<file path="config.mk">
export PLATFORM = sky130hd
export DESIGN_NAME = lsic_ctrl
export DESIGN_NICKNAME = d
export VERILOG_FILES = /design/src/rtl/core/lsic_pkg.sv /design/src/rtl/core/lsic_ctrl.sv
export SDC_FILE = /design/constraint.sdc
export NUM_CORES = 1
export LEC_CHECK = 0
export BUFFER_PORTS_ARGS = -buffer_cell sky130_fd_sc_hd__buf_2
export CAP_MARGIN = 10
export CORE_AREA = 8 8 45 47
export DETAILED_ROUTE_END_ITERATION = 8
export DIE_AREA = 0 0 53 55
export MAX_ROUTING_LAYER = met4
export PLACE_DENSITY = 0.47
export SETUP_SLACK_MARGIN = 0.02
export SYNTH_ARGS = -nofsm -noshare
export SYNTH_HDL_FRONTEND = slang
export SYNTH_SLANG_ARGS = --single-unit
</file>
<file path="constraint.sdc">
create_clock -name i_clk -period 1.2 [get_ports i_clk]
set_clock_uncertainty 0.05 [all_clocks]
set_input_delay 0.06 -clock i_clk [delete_from_list [all_inputs] [get_ports i_clk]]
set_output_delay 0.06 -clock i_clk [all_outputs]
set_load 0.02 [all_outputs]
</file>
<file path="src/rtl/core/lsic_pkg.sv">
package lsic_pkg;

    localparam int MAX_COLORS = 16;
    localparam int SLOT_W     = $clog2(MAX_COLORS);
    localparam int CNT_W      = $clog2(MAX_COLORS + 1);
    localparam int POS_W      = 24;
    localparam int IDX_W      = 16;
    localparam int COLOR_W    = 4;
    localparam int CFG_W      = 5;
    localparam logic [CFG_W-1:0] CFG_RESET = CFG_W'(8);

    typedef struct packed {
        logic [POS_W-1:0] seg_start;
        logic [POS_W-1:0] seg_end;
        logic             first_of_set;
    } t_in_word;

    typedef struct packed {
        logic [IDX_W-1:0]   seg_index;
        logic               assigned;
        logic [COLOR_W-1:0] color;
        logic               evict_valid;
        logic [IDX_W-1:0]   evict_index;
    } t_out_word;

    typedef enum logic [3:0] {
        S_IDLE  = 4'b0001,
        S_SCAN  = 4'b0010,
        S_PICK  = 4'b0100,
        S_WRITE = 4'b1000
    } t_state;

    typedef struct packed {
        logic load;
        logic scan;
        logic pick;
        logic write;
    } t_cmd;

    typedef struct packed {
        logic out_free;
    } t_stat;

endpackage

</file>
<file path="src/rtl/core/lsic_ctrl.sv">
module lsic_ctrl
    import lsic_pkg::*;
(
    input  logic  i_clk,
    input  logic  i_rst_n,
    input  logic  i_in_valid,
    input  t_stat i_stat,
    output logic  o_in_ready,
    output t_cmd  o_cmd
);

    t_state r_state;
    t_state n_state;
    logic   accept;

    assign o_in_ready = (r_state == S_IDLE) || (r_state == S_WRITE);
    assign accept     = i_in_valid && o_in_ready;

    always_comb begin
        n_state = r_state;
        unique case (r_state)
            S_IDLE:  n_state = accept ? S_SCAN : S_IDLE;
            S_SCAN:  n_state = S_PICK;
            S_PICK:  n_state = i_stat.out_free ? S_WRITE : S_PICK;
            S_WRITE: n_state = accept ? S_SCAN : S_IDLE;
            default: n_state = S_IDLE;
        endcase
    end

    always_ff @(posedge i_clk) begin
        if (!i_rst_n) begin
            r_state <= S_IDLE;
        end else begin
            r_state <= n_state;
        end
    end

    always_comb begin
        o_cmd.load  = accept;
        o_cmd.scan  = (r_state == S_SCAN);
        o_cmd.pick  = (r_state == S_PICK) && i_stat.out_free;
        o_cmd.write = (r_state == S_WRITE);
    end

endmodule

</file>
==> impl_results.md <==
* Initial antenna violation count at 0
* Pleak at between 0.2 and 0.25 nW
* Area grow syn2layout at 83.4%
* Pre-antenna DRT Iters at 1
* Final HPWL from detailed placement at 523 um
* Final global-route overflow total at 0
* # setup viols final at 4
* Largest register FFs at 4
* Final setup margin at -0.115 ns
* Starting Density at between 20% and 30%
* Most common library cells after synthesis: dfxtp_1 (4), buf_4 (3), nor4b_1 (3)
* Top-area cell type share of the netlist area at 28.7%
* TritonCTS Buffers at 3
* Critical Path AT at 1.20 ns
* Vias per inst at 4.25
* Die width at 53 um
* Vias in the first global route at 289
* Cell Rows at 14
* Cell Chain, Critical Path: nor4b_4 -> and2_4 -> buf_6
* Top post-synthesis cells by area: dfxtp_1 (29%), nor4b_1 (9.4%), nor4b_4 (8.5%)
* Hold/Removal Path Class: primary input to register
* Mapped cell area at between 200 and 300 sq um
* Worst-path maximum fanout at 4
* CTS tree: built
* Clock Sinks at 4
* Top-count cell post-synth: dfxtp_1
* Placed instance area at 377 sq um
* Worst EP required at about 1.1 ns
* Syn_area_per_cell at about 10 sq um
* Post-route antenna net violation count at 0
* Number of max-cap violations at 0
* Worst skew pair latency at about 0.23 ns
* Final core utilization at 37.0%
* Max Slew Vio Count at 0
* Die area at 2920 sq um
* Reg2reg setup slack at 0.01 ns
* Cell type with the largest total area after synthesis: dfxtp_1
* Setup crit end kind: output pin
* Share of cells above drive strength 1 at between 70 and 80%
* Worst-Margin Slew at 0.233 ns
* Post-synth ARST share at 0%
* Ys flop type: dfxtp_1
* Post-route setup TNS at -0.362 ns
* Min Tclk post-route at 1.31 ns
* Largest net degree at the start of global routing at 8
* Total GRT Usage at 6.20%
* Yosys warning count at 0
* Hold path start: i_stat
* Slew headroom at 84.3%
* 1st-iter DRT viols at 0
* Clk buf depth at 2
* Tcrit/Tclk final at 110%
* RSZ-0062 raised after global routing: yes
* CP startpoint kind: register
* Die H at 55 um
* Total Wirelength at between 700 and 800 um
* Place WS at -0.0430 ns
* I/O Pins at 9
* Sequential area share after synthesis at 28.7%
* Final Hold Vio Count at 0
* Synthesized instance count at 28
* CP max-delay cell: dfxtp_4
* Vias after detailed routing at 259
* Worst vdd ir at 530 uV
* First-pass GRT wire length at 1300 um
* Root buffer cell: clkbuf_4
* Post-synth EDFFs at 0
* Clock-pin slew on the worst setup and hold paths at 0.04 ns
* Critical Path Start: r_state[0]
* Post-route DRC at 0
* Core ar. at 1380 sq um
* Wirelength per Cell at 12.7 um
* Power Dens Cells at 839 nW/um^2
* Filler instances at 154
* Worst r2r src: r_state[0]
* Top reg by flops: r_state
* Top Registers: r_state x4
* Outcome: finished, violations left
* Syn nets at 32
* Number of H-tree levels at 1
* RePlAce Congestion at 0.766
* CP max stage delay at 0.37 ns
* Synth cell types at 20
* Post-placement cell count at 53
* Antenna Cells at 0
* Yosys reg bits at 4
* Fmax at 761 MHz
* WS Path Type: register to output pin
* Failing checks: setup timing
* Nets@finish at 51
* Final instance area at roughly 510 sq um
* Fin cells at 61
* I/O Buffers at 8
-- timing repair --
action | CTS | global route
gates resized for setup | 21 | 2
buffers inserted | 4 | 0
hold endpoints to repair | 1 | 0
pin swaps | 4 | 0
setup endpoints to repair | 6 | 6
hold buffers | 1 | 0
-- logic make-up (layout without fill, tap and decap cells) --
| logic type | Yosys count | in the layout | synth area share (%) |
|---|---|---|---|
| flops | 4 | 4 | 28.7 |
| compound gates | 2 | 2 | 4.93 |
| xor+xnor | 1 | 1 | 3.14 |
| buf+inv | 5 | 22 | 16.1 |
| mux | 1 | 1 | 3.59 |
| simple gates | 15 | 15 | 43.5 |
-- cell type report --
| class | instances | area, sq um | area share (%) |
|---|---|---|---|
| well taps | 16 | 20.0 | 3.91 |
| clock buffers | 3 | 22.5 | 4.40 |
| flip-flops and latches | 4 | 92.6 | 18.1 |
| repair buffers | 19 | 164 | 32.0 |
| multi-input cells | 19 | 213 | 41.6 |
-- routing by layer --
metal  GRT usage [%]  wire length (um)
met5               -                 0
met4               0                 0
met2            10.7               403
met1            6.26               317
met3            3.74                54
-- metrics by stage --
step	hold slack (ns)	power [W]
global placement	0.230	0.000229
finish	0.0612	0.000429
CTS	0.0529	0.000430
detailed placement	0.239	0.000231
global route	0.0572	0.000459
floorplan	0.0884	0.000216
-- placed cells by master, fill, tap and decap left out, types with 2 or more instances in the layout --
| master | Yosys | final |
|---|---|---|
| clkbuf_4 | 0 | 3 |
| buf_2 | 0 | 3 |
| buf_6 | 2 | 7 |
| nor4b_4 | 1 | 3 |
| and2_4 | 0 | 2 |
| dfxtp_4 | 0 | 3 |
| buf_4 | 3 | 8 |
-- report_power, final --
group          internal, W  switching [W]
clock             0.000112      0.0000562
sequential        0.000136      0.0000139
combinational    0.0000663      0.0000448
-- worst max-delay path, delay by kind of cell (launching register included) --
family | cells | cell delay [ns]
and+or+nand+nor | 2 | 0.50
DFF | 1 | 0.37
buffers and inverters | 1 | 0.11
-- final timing paths --
path / endpoint / cells after the start
max: o_cmd[1] / 3
min: r_state[3] / 2
max reg2reg: r_state[0] / 4
min reg2reg: r_state[1] / 2
Power figures use the tool's default switching activity.
